$ cat src/sv/sali_pkg.sv
// Shared constants, types and state encodings for the smoothed converter level indicator.
// Used by the channel interfaces, the averaging core, the top level and the checker.
// No dependencies.
package sali_pkg;

   // Sample and arithmetic widths
   localparam int SAMPLE_BITS = 12;
   localparam int WEIGHT_W    = 8;
   localparam int SUM_W       = WEIGHT_W + 1;
   localparam int ACC_W       = SAMPLE_BITS + SUM_W;
   localparam int CNT_W       = $clog2(SAMPLE_BITS);
   localparam int THR_W       = 12;
   localparam int PERIOD_W    = 16;
   localparam int LEVEL_W     = 2;
   localparam int CMP_W       = (SAMPLE_BITS > THR_W) ? SAMPLE_BITS : THR_W;

   // Last step index of each pass on the shared unit, counted down to zero
   localparam logic [CNT_W-1:0] MUL_LAST = CNT_W'(WEIGHT_W - 1);
   localparam logic [CNT_W-1:0] DIV_LAST = CNT_W'(SAMPLE_BITS - 1);

   // Configuration port
   localparam int CSR_IDX_W  = 3;
   localparam int CSR_DATA_W = 16;

   localparam logic [CSR_IDX_W-1:0] CSR_THRESHOLD_HIGH = 3'd0;
   localparam logic [CSR_IDX_W-1:0] CSR_THRESHOLD_MID  = 3'd1;
   localparam logic [CSR_IDX_W-1:0] CSR_THRESHOLD_LOW  = 3'd2;
   localparam logic [CSR_IDX_W-1:0] CSR_WEIGHT_OLD     = 3'd3;
   localparam logic [CSR_IDX_W-1:0] CSR_WEIGHT_NEW     = 3'd4;
   localparam logic [CSR_IDX_W-1:0] CSR_BLINK_PERIOD   = 3'd5;

   // Register reset values
   localparam logic [THR_W-1:0]    THRESHOLD_HIGH_RST = 12'd3096;
   localparam logic [THR_W-1:0]    THRESHOLD_MID_RST  = 12'd2048;
   localparam logic [THR_W-1:0]    THRESHOLD_LOW_RST  = 12'd1024;
   localparam logic [WEIGHT_W-1:0] WEIGHT_OLD_RST     = 8'd10;
   localparam logic [WEIGHT_W-1:0] WEIGHT_NEW_RST     = 8'd1;
   localparam logic [PERIOD_W-1:0] BLINK_PERIOD_RST   = 16'd50;

   // Indicator level codes
   typedef enum logic [LEVEL_W-1:0] {
      LEVEL_OFF   = 2'd0,
      LEVEL_BLUE  = 2'd1,
      LEVEL_GREEN = 2'd2,
      LEVEL_RED   = 2'd3
   } level_type;

   // Top level sequencer
   typedef enum logic [1:0] {
      TOP_IDLE,
      TOP_BUSY,
      TOP_OUT
   } top_state_type;

   // Averaging core sequencer
   typedef enum logic [2:0] {
      CORE_IDLE,
      CORE_MUL_OLD,
      CORE_MUL_NEW,
      CORE_DIV,
      CORE_DONE
   } core_state_type;

   // Top level to core: start strobe and operands
   typedef struct packed {
      logic                   start;
      logic [SAMPLE_BITS-1:0] sample;
      logic [SAMPLE_BITS-1:0] old_value;
      logic [WEIGHT_W-1:0]    weight_old;
      logic [WEIGHT_W-1:0]    weight_new;
   } core_req_type;

   // Core to top level: status and quotient
   typedef struct packed {
      logic                   busy;
      logic                   done;
      logic [SAMPLE_BITS-1:0] result;
   } core_stat_type;

endpackage

$ cat src/sv/sali_req_if.sv
// Input channel of the level indicator: one converter sample per item.
// Depends on sali_pkg for the sample width.
interface sali_req_if;
   logic                            valid;
   logic                            ready;
   logic [sali_pkg::SAMPLE_BITS-1:0] sample;

   modport source (output valid, output sample, input ready);
   modport sink   (input valid, input sample, output ready);
endinterface

$ cat src/sv/sali_rsp_if.sv
// Result channel of the level indicator: smoothed value, level and blink toggles.
// Depends on sali_pkg for the field widths.
interface sali_rsp_if;
   logic                            valid;
   logic                            ready;
   logic [sali_pkg::SAMPLE_BITS-1:0] smoothed;
   logic [sali_pkg::LEVEL_W-1:0]     level;
   logic                            fast_toggle;
   logic                            slow_toggle;

   modport source (output valid, output smoothed, output level, output fast_toggle,
                   output slow_toggle, input ready);
   modport sink   (input valid, input smoothed, input level, input fast_toggle,
                   input slow_toggle, output ready);
endinterface

$ cat src/sv/sali_core.sv
// Weighted average core: shift-add products and restoring division on one shared adder.
// Depends on sali_pkg.
module sali_core (
   input  logic                    clock,
   input  logic                    reset,
   input  sali_pkg::core_req_type  core_req,
   output sali_pkg::core_stat_type core_stat
);
   import sali_pkg::*;

   core_state_type         state_ff, state_in;
   logic [ACC_W-1:0]       acc_ff, acc_in;
   logic [ACC_W-1:0]       mcand_ff, mcand_in;
   logic [WEIGHT_W-1:0]    mult_ff, mult_in;
   logic [SAMPLE_BITS-1:0] sample_ff, sample_in;
   logic [WEIGHT_W-1:0]    wnew_ff, wnew_in;
   logic [SUM_W-1:0]       sum_ff, sum_in;
   logic [CNT_W-1:0]       cnt_ff, cnt_in;

   logic [SUM_W-1:0]       start_sum;
   logic [SUM_W:0]         trial;
   logic [ACC_W:0]         alu_a, alu_b, alu_res;
   logic                   alu_sub;
   logic                   borrow;

   // Partial remainder with the next dividend bit shifted in
   assign trial = acc_ff[ACC_W-1:SAMPLE_BITS-1];
   assign start_sum = {1'b0, core_req.weight_old} + {1'b0, core_req.weight_new};

   // Shared adder: accumulate in the product steps, trial subtract in the divide steps
   always_comb begin
      if (state_ff == CORE_DIV) begin
         alu_a   = {{(ACC_W-SUM_W){1'b0}}, trial};
         alu_b   = {{(ACC_W+1-SUM_W){1'b0}}, sum_ff};
         alu_sub = 1'b1;
      end else begin
         alu_a   = {1'b0, acc_ff};
         alu_b   = {1'b0, mcand_ff};
         alu_sub = 1'b0;
      end
      alu_res = alu_sub ? (alu_a - alu_b) : (alu_a + alu_b);
   end

   assign borrow = alu_res[ACC_W];

   // Sequencer: next state and datapath updates
   always_comb begin
      state_in  = state_ff;
      acc_in    = acc_ff;
      mcand_in  = mcand_ff;
      mult_in   = mult_ff;
      sample_in = sample_ff;
      wnew_in   = wnew_ff;
      sum_in    = sum_ff;
      cnt_in    = cnt_ff;
      unique case (state_ff)
         CORE_IDLE: begin
            if (core_req.start) begin
               sample_in = core_req.sample;
               wnew_in   = core_req.weight_new;
               sum_in    = start_sum;
               mcand_in  = ACC_W'(core_req.old_value);
               mult_in   = core_req.weight_old;
               cnt_in    = MUL_LAST;
               // Both weights zero: hold the old value, skip the arithmetic
               if (start_sum == '0) begin
                  acc_in   = ACC_W'(core_req.old_value);
                  state_in = CORE_DONE;
               end else begin
                  acc_in   = '0;
                  state_in = CORE_MUL_OLD;
               end
            end
         end
         CORE_MUL_OLD, CORE_MUL_NEW: begin
            if (mult_ff[0]) begin
               acc_in = alu_res[ACC_W-1:0];
            end
            mcand_in = mcand_ff << 1;
            mult_in  = mult_ff >> 1;
            cnt_in   = cnt_ff - 1'b1;
            if (cnt_ff == '0) begin
               if (state_ff == CORE_MUL_OLD) begin
                  mcand_in = ACC_W'(sample_ff);
                  mult_in  = wnew_ff;
                  cnt_in   = MUL_LAST;
                  state_in = CORE_MUL_NEW;
               end else begin
                  cnt_in   = DIV_LAST;
                  state_in = CORE_DIV;
               end
            end
         end
         CORE_DIV: begin
            // Keep the remainder on a borrow, else take the difference; shift in quotient bit
            acc_in = {(borrow ? trial[SUM_W-1:0] : alu_res[SUM_W-1:0]),
                      acc_ff[SAMPLE_BITS-2:0], ~borrow};
            cnt_in = cnt_ff - 1'b1;
            if (cnt_ff == '0) begin
               state_in = CORE_DONE;
            end
         end
         CORE_DONE: begin
            state_in = CORE_IDLE;
         end
         default: begin
            state_in = CORE_IDLE;
         end
      endcase
   end

   // State register
   always_ff @(posedge clock) begin
      if (reset) begin
         state_ff <= CORE_IDLE;
      end else begin
         state_ff <= state_in;
      end
   end

   // Datapath registers
   always_ff @(posedge clock) begin
      acc_ff    <= acc_in;
      mcand_ff  <= mcand_in;
      mult_ff   <= mult_in;
      sample_ff <= sample_in;
      wnew_ff   <= wnew_in;
      sum_ff    <= sum_in;
      cnt_ff    <= cnt_in;
   end

   assign core_stat.busy   = (state_ff != CORE_IDLE);
   assign core_stat.done   = (state_ff == CORE_DONE);
   assign core_stat.result = acc_ff[SAMPLE_BITS-1:0];

endmodule

$ cat src/sv/smoothed_adc_level_indicator.sv
// Top level of the smoothed converter level indicator: registers, blink counter, output.
// Depends on sali_pkg, sali_req_if, sali_rsp_if and sali_core.
//
// Usage:
//   req_chan carries one converter sample per item (valid/ready). Each item gives
//   exactly one item on rsp_chan: the new smoothed value, its level code (off, blue,
//   green, red) and the fast and slow blink toggles for this tick.
//   csr_we/csr_index/csr_wdata write the thresholds, weights and blink period; writes
//   to unused indexes are dropped. Write them only while the block is idle.
//   Each item runs 8 + 8 shift-add steps for the two products, 12 restoring divide
//   steps and a finish step before rsp valid; with both weights zero only the finish
//   step runs. All steps run on one shared adder in sali_core.
//   One item at a time: req ready is high only while idle, so no new sample is
//   accepted until the result of the last one has been taken.
//   When the receiver stalls, the result holds in the output register and no new
//   sample is accepted until it is taken.
//   Reset (synchronous, active high) restores the register defaults and clears the
//   smoothed value, the tick phase and the wrap parity.
module smoothed_adc_level_indicator (
   input  logic                               clock,
   input  logic                               reset,
   sali_req_if.sink                           req_chan,
   sali_rsp_if.source                         rsp_chan,
   input  logic                               csr_we,
   input  logic [sali_pkg::CSR_IDX_W-1:0]     csr_index,
   input  logic [sali_pkg::CSR_DATA_W-1:0]    csr_wdata
);
   import sali_pkg::*;

   top_state_type          state_ff, state_in;
   logic [THR_W-1:0]       thr_high_ff, thr_mid_ff, thr_low_ff;
   logic [WEIGHT_W-1:0]    weight_old_ff, weight_new_ff;
   logic [PERIOD_W-1:0]    period_ff;
   logic [SAMPLE_BITS-1:0] smooth_ff;
   logic [PERIOD_W-1:0]    phase_ff, phase_in;
   logic                   parity_ff, parity_in;
   logic [SAMPLE_BITS-1:0] out_smoothed_ff;
   level_type              out_level_ff, level_in;
   logic                   out_fast_ff, out_slow_ff;

   logic                   req_fire;
   logic [PERIOD_W:0]      phase_next;
   logic                   wrap;
   logic [CMP_W-1:0]       cmp_value;
   core_req_type           core_req;
   core_stat_type          core_stat;

   assign req_fire = req_chan.valid && req_chan.ready;

   // Configuration writes
   always_ff @(posedge clock) begin
      if (reset) begin
         thr_high_ff   <= THRESHOLD_HIGH_RST;
         thr_mid_ff    <= THRESHOLD_MID_RST;
         thr_low_ff    <= THRESHOLD_LOW_RST;
         weight_old_ff <= WEIGHT_OLD_RST;
         weight_new_ff <= WEIGHT_NEW_RST;
         period_ff     <= BLINK_PERIOD_RST;
      end else if (csr_we) begin
         unique case (csr_index)
            CSR_THRESHOLD_HIGH: thr_high_ff   <= csr_wdata[THR_W-1:0];
            CSR_THRESHOLD_MID:  thr_mid_ff    <= csr_wdata[THR_W-1:0];
            CSR_THRESHOLD_LOW:  thr_low_ff    <= csr_wdata[THR_W-1:0];
            CSR_WEIGHT_OLD:     weight_old_ff <= csr_wdata[WEIGHT_W-1:0];
            CSR_WEIGHT_NEW:     weight_new_ff <= csr_wdata[WEIGHT_W-1:0];
            CSR_BLINK_PERIOD:   period_ff     <= csr_wdata[PERIOD_W-1:0];
            default: begin
            end
         endcase
      end
   end

   // Blink counter: wrap when the advanced phase reaches the period
   assign phase_next = {1'b0, phase_ff} + 1'b1;
   assign wrap       = (phase_next >= {1'b0, period_ff});
   assign phase_in   = wrap ? '0 : phase_next[PERIOD_W-1:0];
   assign parity_in  = parity_ff ^ wrap;

   // Classify the new smoothed value, red first
   assign cmp_value = CMP_W'(core_stat.result);
   always_comb begin
      priority if (cmp_value >= CMP_W'(thr_high_ff)) begin
         level_in = LEVEL_RED;
      end else if (cmp_value >= CMP_W'(thr_mid_ff)) begin
         level_in = LEVEL_GREEN;
      end else if (cmp_value >= CMP_W'(thr_low_ff)) begin
         level_in = LEVEL_BLUE;
      end else begin
         level_in = LEVEL_OFF;
      end
   end

   // Start the core on each accepted item
   assign core_req.start      = req_fire;
   assign core_req.sample     = req_chan.sample;
   assign core_req.old_value  = smooth_ff;
   assign core_req.weight_old = weight_old_ff;
   assign core_req.weight_new = weight_new_ff;

   sali_core u_core (
      .clock     (clock),
      .reset     (reset),
      .core_req  (core_req),
      .core_stat (core_stat)
   );

   // Sequencer: idle, wait for the core, present the result
   always_comb begin
      state_in = state_ff;
      unique case (state_ff)
         TOP_IDLE: begin
            if (req_fire) begin
               state_in = TOP_BUSY;
            end
         end
         TOP_BUSY: begin
            if (core_stat.done) begin
               state_in = TOP_OUT;
            end
         end
         TOP_OUT: begin
            if (rsp_chan.ready) begin
               state_in = TOP_IDLE;
            end
         end
         default: begin
            state_in = TOP_IDLE;
         end
      endcase
   end

   // Control and tick state
   always_ff @(posedge clock) begin
      if (reset) begin
         state_ff  <= TOP_IDLE;
         smooth_ff <= '0;
         phase_ff  <= '0;
         parity_ff <= 1'b0;
      end else begin
         state_ff <= state_in;
         if (req_fire) begin
            phase_ff  <= phase_in;
            parity_ff <= parity_in;
         end
         if (core_stat.done && state_ff == TOP_BUSY) begin
            smooth_ff <= core_stat.result;
         end
      end
   end

   // Output register: toggles at accept, value and level when the core finishes
   always_ff @(posedge clock) begin
      if (req_fire) begin
         out_fast_ff <= wrap;
         out_slow_ff <= wrap & parity_ff;
      end
      if (core_stat.done && state_ff == TOP_BUSY) begin
         out_smoothed_ff <= core_stat.result;
         out_level_ff    <= level_in;
      end
   end

   assign req_chan.ready       = (state_ff == TOP_IDLE) && !core_stat.busy;
   assign rsp_chan.valid       = (state_ff == TOP_OUT);
   assign rsp_chan.smoothed    = out_smoothed_ff;
   assign rsp_chan.level       = out_level_ff;
   assign rsp_chan.fast_toggle = out_fast_ff;
   assign rsp_chan.slow_toggle = out_slow_ff;

endmodule

$ cat src/flat_wrapper.sv
// flat-port wrapper written by rule: the top's interface ports become plain ports
module smoothed_adc_level_indicator_flat import sali_pkg::*;
  (clock, reset, csr_we, csr_index, csr_wdata, req_chan_valid, req_chan_sample, req_chan_ready, rsp_chan_valid, rsp_chan_smoothed, rsp_chan_level, rsp_chan_fast_toggle, rsp_chan_slow_toggle, rsp_chan_ready);
  sali_req_if req_chan_i ();
  sali_rsp_if rsp_chan_i ();
  input  logic clock;
  input  logic reset;
  input  logic csr_we;
  input  logic [sali_pkg::CSR_IDX_W-1:0] csr_index;
  input  logic [sali_pkg::CSR_DATA_W-1:0] csr_wdata;
  input wire logic [$bits(req_chan_i.valid)-1:0] req_chan_valid;
  input wire logic [$bits(req_chan_i.sample)-1:0] req_chan_sample;
  output wire logic [$bits(req_chan_i.ready)-1:0] req_chan_ready;
  output wire logic [$bits(rsp_chan_i.valid)-1:0] rsp_chan_valid;
  output wire logic [$bits(rsp_chan_i.smoothed)-1:0] rsp_chan_smoothed;
  output wire logic [$bits(rsp_chan_i.level)-1:0] rsp_chan_level;
  output wire logic [$bits(rsp_chan_i.fast_toggle)-1:0] rsp_chan_fast_toggle;
  output wire logic [$bits(rsp_chan_i.slow_toggle)-1:0] rsp_chan_slow_toggle;
  input wire logic [$bits(rsp_chan_i.ready)-1:0] rsp_chan_ready;
  assign req_chan_i.valid = req_chan_valid;
  assign req_chan_i.sample = req_chan_sample;
  assign req_chan_ready = req_chan_i.ready;
  assign rsp_chan_valid = rsp_chan_i.valid;
  assign rsp_chan_smoothed = rsp_chan_i.smoothed;
  assign rsp_chan_level = rsp_chan_i.level;
  assign rsp_chan_fast_toggle = rsp_chan_i.fast_toggle;
  assign rsp_chan_slow_toggle = rsp_chan_i.slow_toggle;
  assign rsp_chan_i.ready = rsp_chan_ready;
  smoothed_adc_level_indicator u_core (.clock(clock), .reset(reset), .req_chan(req_chan_i), .rsp_chan(rsp_chan_i), .csr_we(csr_we), .csr_index(csr_index), .csr_wdata(csr_wdata));
endmodule
$ cat config.mk
export PLATFORM = sky130hd
export DESIGN_NAME = smoothed_adc_level_indicator_flat
export DESIGN_NICKNAME = d
export VERILOG_FILES = /design/src/sv/sali_pkg.sv /design/src/sv/sali_req_if.sv /design/src/sv/sali_rsp_if.sv /design/src/sv/sali_core.sv /design/src/sv/smoothed_adc_level_indicator.sv /design/src/flat_wrapper.sv
export SDC_FILE = /design/constraint.sdc
export NUM_CORES = 1
export LEC_CHECK = 0
export BUFFER_PORTS_ARGS = -buffer_cell sky130_fd_sc_hd__buf_2
export CORE_MARGIN = 8
export CORE_UTILIZATION = 40
export DETAILED_ROUTE_END_ITERATION = 7
export GPL_ROUTABILITY_DRIVEN = 1
export MAX_ROUTING_LAYER = met4
export PLACE_DENSITY = 0.53
export SYNTH_ARGS = -nofsm -noshare
export SYNTH_HDL_FRONTEND = slang
export SYNTH_SLANG_ARGS = --single-unit
export TNS_END_PERCENT = 5
$ cat constraint.sdc
create_clock -name clock -period 5.7 [get_ports clock]
set_input_delay 0.285 -clock clock [delete_from_list [all_inputs] [get_ports clock]]
set_output_delay 0.285 -clock clock [all_outputs]
set_load 0.02 [all_outputs]
==> results.ini, run 1 <==
[cts]
clock_latency_ns = 0.53
cts_sinks = 201
clock_tree.buffer_depth = 3
cts_tree = built
cts_buffers = 25
cts_htree_levels = 1
path_clk_slew_ns = 0.06
cts_setup_buffers = 0
cts-root-buf = clkbuf_16
cts_resized = 0
cts_hold_buf = 17

[floorplan]
rows = 60
core-area_sq_um = 27000
io-pin-count = 54
fp.dieW_microns = 182
initial_core_util_pct = 40.8
fp.dieH_microns = 182
fp.dieArea_sq_um = 33000

[critical_path]
r2r_start = u_core.u_core.mcand_ff[3]
startpoint_type = flip-flop
rr_endpoint = u_core.u_core.acc_ff[20]
worst-setup-path-type = flip-flop to flip-flop
reg2reg_depth = 15
critical_path_required_ns = 5.95
worst_setup_path_end_kind = flip-flop
path_max_fanout = 10
arrival_ns = 4.93
r2r_slack_ns = 1.02

[yosys]
synth_ff_type = dfxtp_1
avgSynthCellArea_sq_um = 9.20
ys_seq_area_share_pct = 45.6
async_flop_share_pct = 0
ys_seq_elements = 201
synth.distinct_cells = 66
synth-edff-count = 99
synth_nets = 1319
syn_inst = 1195
syn_area_sq_um = 11000
synth_warnings = 0

[final_layout]
drive_gt1_share_pct = 10.3
syn2layout_area_growth_pct = 14.7
layout_commonest_cell = nand2_1
design_area_sq_um = 12600
fin_nets = 1376
diodes = 0
n_fill_cell = 2552
final_cell_mix = nand2_1 (265), a21oi_1 (112), dfxtp_1 (102)

[sta]
skew_ns = 0.00875
drv_slew = 0
rsz0062_at_grt = false
setup_violations = 0
max_freq_mhz = 214
tns_ns = 0
min_period_ns = 4.68
post-route-period-util_pct = 82.1
slew_headroom_pct = 30.6
hold_violations = 0
worstMarginPinSlew_ns = 1.04

[grt]
grt_max_degree = 92
overflow = 0
track_usage_pct = 17.5
antenna_found_initial = 0
grt_first_pass_wirelength_mm = 45.1
first_global_vias = 8145

[detailed_routing]
vias_per_cell = 5.26
first_iter_violations = 496
firstDrtPassIters = 6
num_vias = 8475
ant_nets = 0
totalWireLength_mm = 28.7
drcViolationCount = 0
drt-wirelength-per-cell_microns = 17.8

[power_and_ir_drop]
irDropWorstVdd_mv = 0.201
p_leak_nw = 5.10
p_per_area_nw_per_um2 = 334

[worst_hold_path]
hp-start = rsp_chan_ready
min_to = u_core.state_ff[1]
hp-class = input port to flip-flop
hold_depth = 3

[placement]
place.gp.congestion = 0.891
io_buffer_count = 53
dp_hpwl_mm = 20.7
postPlaceCellArea_sq_um = 11600

[job]
cap_violations = 0

[run_status]
status = finished clean

==> metal layers <==
metal	part of all wire [%]	routed length (microns)	vias up	GRT usage, %
li1	-	-	4329	-
met1	46	13200	3938	22.4
met2	47	13600	159	28.6
met3	3.6	1030	49	2.30
met4	2.9	839	0	5.25
met5	0	0	-	-
==> cell type report <==
class	count	area [sq um]	share of cell area, %
Multi-Input combinational cell	875	5530	43.8
Sequential cell	201	5010	39.8
Clock buffer	32	714	5.67
Timing Repair Buffer	82	526	4.17
Tap cell	341	427	3.39
Inverter	67	251	2.00
Clock inverter	14	145	1.15
==> logic make-up after synthesis <==
group	synth area share [%]
fa+ha+maj	10.2
xor+xnor	4.14
flops	45.6
compound gates	16.1
mux	0.911
buf+inv	4.14
simple gates	18.9
==> critical path, stage by stage (launching register included) <==
cell and delay, ns:
edfxtp_1 0.42, or4_1 0.65, nor4_2 0.27, a21oi_1 0.18, or3_1 0.47, nor3_2 0.23, nand2_1 0.17, o31a_1 0.25
or3_1 0.34, ha_1 0.35, and3_1 0.22, nand4_1 0.11, a31oi_1 0.16, buf_4 0.24, mux2i_1 0.23, o22ai_1 0.10
==> flip-flops by register name, indices dropped and copies added, names as in the netlist, 12 cells and up <==
signal	flops
u_core.thr_mid_ff	12
u_core.smooth_ff	12
u_core.thr_high_ff	12
u_core.thr_low_ff	12
u_core.u_core.sample_ff	12
u_core.u_core.acc_ff	21
u_core.rsp_chan.smoothed	12
u_core.u_core.mcand_ff	21
u_core.period_ff	16
u_core.phase_ff	16
==> synthesized netlist by cell type, drive strengths merged, types with 20 or more instances <==
master | instances | share of area (%)
xnor2 | 32 | 2.6
a21oi | 112 | 5.1
a21o | 26 | 1.8
nor2 | 41 | 1.5
and2 | 25 | 1.4
ha | 86 | 9.8
clkbuf | 49 | 1.7
dfxtp | 102 | 19
xor2 | 20 | 1.6
inv | 67 | 2.3
nand3 | 20 | 0.91
nand2 | 265 | 9.1
o21ai | 36 | 1.6
edfxtp | 99 | 27
==> worst max path at each step <==
stage	end	cells after the start	startpoint	slack, ns
final	u_core.u_core.acc_ff[20]	15	u_core.u_core.mcand_ff[3]	1.02
after detailed placement	u_core.u_core.acc_ff[0]	18	u_core.u_core.mcand_ff[3]	1.08
after floorplan	u_core.u_core.acc_ff[13]	16	u_core.u_core.mcand_ff[3]	1.27
after global routing	u_core.u_core.acc_ff[0]	16	u_core.u_core.mcand_ff[3]	0.63
after global placement	u_core.u_core.acc_ff[0]	16	u_core.u_core.mcand_ff[1]	1.14
after CTS	u_core.u_core.acc_ff[20]	15	u_core.u_core.mcand_ff[3]	1.05
==> where the power goes <==
group | total (mW) | switching, mW | internal, mW | leakage (nW)
sequential | 1.75 | 0.106 | 1.64 | 1.78
clock | 1.62 | 0.635 | 0.983 | 0.408
combinational | 0.844 | 0.481 | 0.363 | 2.91
total | 4.21 | 1.22 | 2.99 | 5.10
==> through the flow <==
step	hold WS [ns]	worst slack (ns)	cells	power, mW	util [%]
5_1_grt	0.0273	0.634	1612	4.43	46.8
3_5_place_dp	0.448	1.08	1549	2.61	42.9
3_3_place_gp	0.443	1.14	1549	2.61	42.9
2_1_floorplan	0.384	1.27	1195	2.35	-
4_1_cts	0.0112	1.05	1612	4.25	46.8
6_report	0.0310	1.02	1612	4.21	46.8
(Power assumes the default switching activity.)
==> inputs of run 2 (changes only) <==
PLACE_DENSITY = 0.55   (was 0.53)
clock period = 4.3 ns   (was 5.7 ns; I/O delays follow)
==> run 2 against run 1 <==
Non-clock buffer count grew 31. Clock power grew 21%. Wire length grew 1.2%. First-iteration DRC count shrank 4.6%. Utilization grew 0.78 points. Sequential share of layout area shrank 0.65 points. Power grew 30%. Sequential cell count is the same. Count of clock-buffer cells in the layout shrank 1. Global-route usage grew 0.26 points. Largest power group unchanged.
==> results.ini, run 2 (synthesis gave the netlist of run 1 again) <==
[cts]
path_clk_slew_ns = 0.06  ; about the same
clock_tree.buffer_depth = 3  ; unchanged
cts_htree_levels = 1  ; unchanged
cts_sinks = 201  ; unchanged
cts-root-buf = clkbuf_16
clock_latency_ns = 0.53  ; about the same
cts_buffers = 24  ; -4.0%
cts_tree = built

[grt]
grt_max_degree = 70  ; -24%
first_global_vias = 8531  ; +4.7%
grt_first_pass_wirelength_mm = 46.1  ; +2.3%
track_usage_pct = 17.8  ; +0.26 points
antenna_found_initial = 0  ; unchanged
overflow = 0  ; unchanged

[critical_path]
r2r_slack_ns = 0.17  ; -0.85 ns
arrival_ns = 4.39  ; -0.54 ns
rr_endpoint = u_core.u_core.acc_ff[16]
critical_path_required_ns = 4.56  ; -1.39 ns
r2r_start = u_core.u_core.mcand_ff[3]
reg2reg_depth = 16  ; +1
path_max_fanout = 5  ; -5
worst-setup-path-type = flip-flop to flip-flop
worst_setup_path_end_kind = flip-flop
startpoint_type = flip-flop

[final_layout]
layout_commonest_cell = nand2_1
syn2layout_area_growth_pct = 16.6
biggestRegsByFlops = u_core.u_core.acc_ff x21, u_core.u_core.mcand_ff x21
diodes = 0  ; unchanged
drive_gt1_share_pct = 12.5  ; +2.2 points
design_area_sq_um = 12800  ; +1.7%
final_cell_mix = nand2_1 (264), a21oi_1 (109), dfxtp_1 (102)
final_util_pct = 47.5  ; +0.78 points
n_fill_cell = 2620  ; +2.7%
fin_nets = 1406  ; +2.2%

[floorplan]
fp.dieArea_sq_um = 33000  ; unchanged
fp.dieW_microns = 182  ; unchanged
core-area_sq_um = 27000  ; unchanged
initial_core_util_pct = 40.8  ; unchanged
io-pin-count = 54  ; unchanged
rows = 60  ; unchanged
fp.dieH_microns = 182  ; unchanged

[sta]
max_freq_mhz = 242  ; +13%
drv_slew = 0  ; unchanged
layout_setup_ws_ns = 0.169  ; -0.850 ns
post-route-period-util_pct = 96.1  ; +14 points
worstMarginPinSlew_ns = 0.920  ; -0.121 ns
skew_ns = 0.0131  ; +0.00433 ns
min_period_ns = 4.13  ; -0.550 ns
setup_violations = 0  ; unchanged
hold-worst-slack_ns = 0.0180  ; -0.0131 ns
slew_headroom_pct = 38.6  ; +8.0 points
hold_violations = 0  ; unchanged

[placement]
pre_cts_ws_ns = 0.0326  ; -1.04 ns
io_buffer_count = 53  ; unchanged
dp_hpwl_mm = 21.3  ; +2.9%
place.gp.congestion = 0.903  ; +1.3%
postPlaceCellArea_sq_um = 11800  ; +1.7%

[run_status]
status = finished clean

[power_and_ir_drop]
p_per_area_nw_per_um2 = 428  ; +28%
p_leak_nw = 5.23  ; +2.6%
irDropWorstVdd_mv = 0.317  ; +57%

[detailed_routing]
totalWireLength_mm = 29.0  ; +1.2%
first_iter_violations = 473  ; -4.6%
firstDrtPassIters = 5  ; -1
vias_per_cell = 5.22  ; -0.78%
num_vias = 8560  ; +1.0%
drt-wirelength-per-cell_microns = 17.7  ; -0.55%
drcViolationCount = 0  ; unchanged
ant_nets = 0  ; unchanged

[worst_hold_path]
hp-start = csr_wdata[2]
min_to = u_core.weight_new_ff[2]
hold_depth = 3  ; unchanged
hp-class = input port to flip-flop

[job]
cap_violations = 0  ; unchanged

run 2: cell count changes in the layout (fill, tap and decap cells not counted), moves of 2 or more:
cell / before / now
nor3_1: 13 / 11
clkbuf_16: 27 / 24
clkinvlp_4: 5 / 0
clkinv_2: 4 / 7
a21oi_1: 112 / 109
buf_4: 12 / 39
a21oi_2: 0 / 3
clkbuf_1: 3 / 6
dlygate4sd3_1: 17 / 20
run 2: area by class of cell:
cell class | instances | area (sq um) | share of cell area (%)
Inverter | 67 | 251 | 1.96
Multi-Input combinational cell | 875 | 5580 | 43.6
Sequential cell | 201 | 5010 | 39.1
Clock buffer | 31 | 637 | 4.97
Clock inverter | 13 | 123 | 0.957
Tap cell | 341 | 427 | 3.33
Timing Repair Buffer | 113 | 778 | 6.07
run 2: metal layers:
layer | up-vias | part of all wire, % | global-route usage [%]
li1 | 4377 | - | -
met1 | 4023 | 45 | 21.7
met2 | 116 | 48 | 30.2
met3 | 44 | 2.7 | 2.10
met4 | 0 | 3.4 | 6.10
met5 | - | 0 | -
run 2: worst max path at each step:
stage                     slack (ns)                 startpoint                       end  cells after the start
after detailed placement        0.03  u_core.u_core.mcand_ff[3]  u_core.u_core.acc_ff[16]                     16
after floorplan                 0.06  u_core.u_core.mcand_ff[3]   u_core.u_core.acc_ff[0]                     16
after global placement          0.05  u_core.u_core.mcand_ff[3]  u_core.u_core.acc_ff[14]                     16
after global routing           -0.05  u_core.u_core.mcand_ff[3]  u_core.u_core.acc_ff[16]                     16
after CTS                       0.02  u_core.u_core.mcand_ff[3]  u_core.u_core.acc_ff[16]                     16
final                           0.17  u_core.u_core.mcand_ff[3]  u_core.u_core.acc_ff[16]                     16
run 2: stage by stage:
step / setup TNS, ns / total power, mW / std cells
5_1_grt: -0.0634 / 5.76 / 1641
2_1_floorplan: 0 / 3.12 / 1195
4_1_cts: 0 / 5.51 / 1638
3_5_place_dp: 0 / 3.52 / 1574
6_report: 0 / 5.48 / 1641
3_3_place_gp: 0 / 3.52 / 1574
run 2: repair_timing:
item                       CTS  global route
hold buffers                20             0
resized for setup            0            13
buffers inserted             0             3
hold endpoints to repair    32             0
setup endpoints to repair    0            10
run 2: power breakdown:
group / internal [mW] / leakage, nW / total, mW / switching [mW]
clock network: 1.16 / 0.377 / 1.96 / 0.796
registers: 2.17 / 1.78 / 2.30 / 0.128
logic: 0.550 / 3.08 / 1.22 / 0.674
total: 3.89 / 5.23 / 5.48 / 1.60
run 2: worst max-delay path: stages (launching register included):
cell and delay [ns]:
edfxtp_1 0.38, or4_4 0.57, nor4_4 0.19, a21oi_2 0.12
or3_4 0.42, nor3_4 0.15, nand2_2 0.10, o31a_1 0.23
or3_1 0.32, ha_1 0.33, and3_4 0.21, nand4_1 0.10
a31oi_1 0.15, buf_4 0.17, buf_12 0.12, mux2i_1 0.20
o22ai_1 0.10
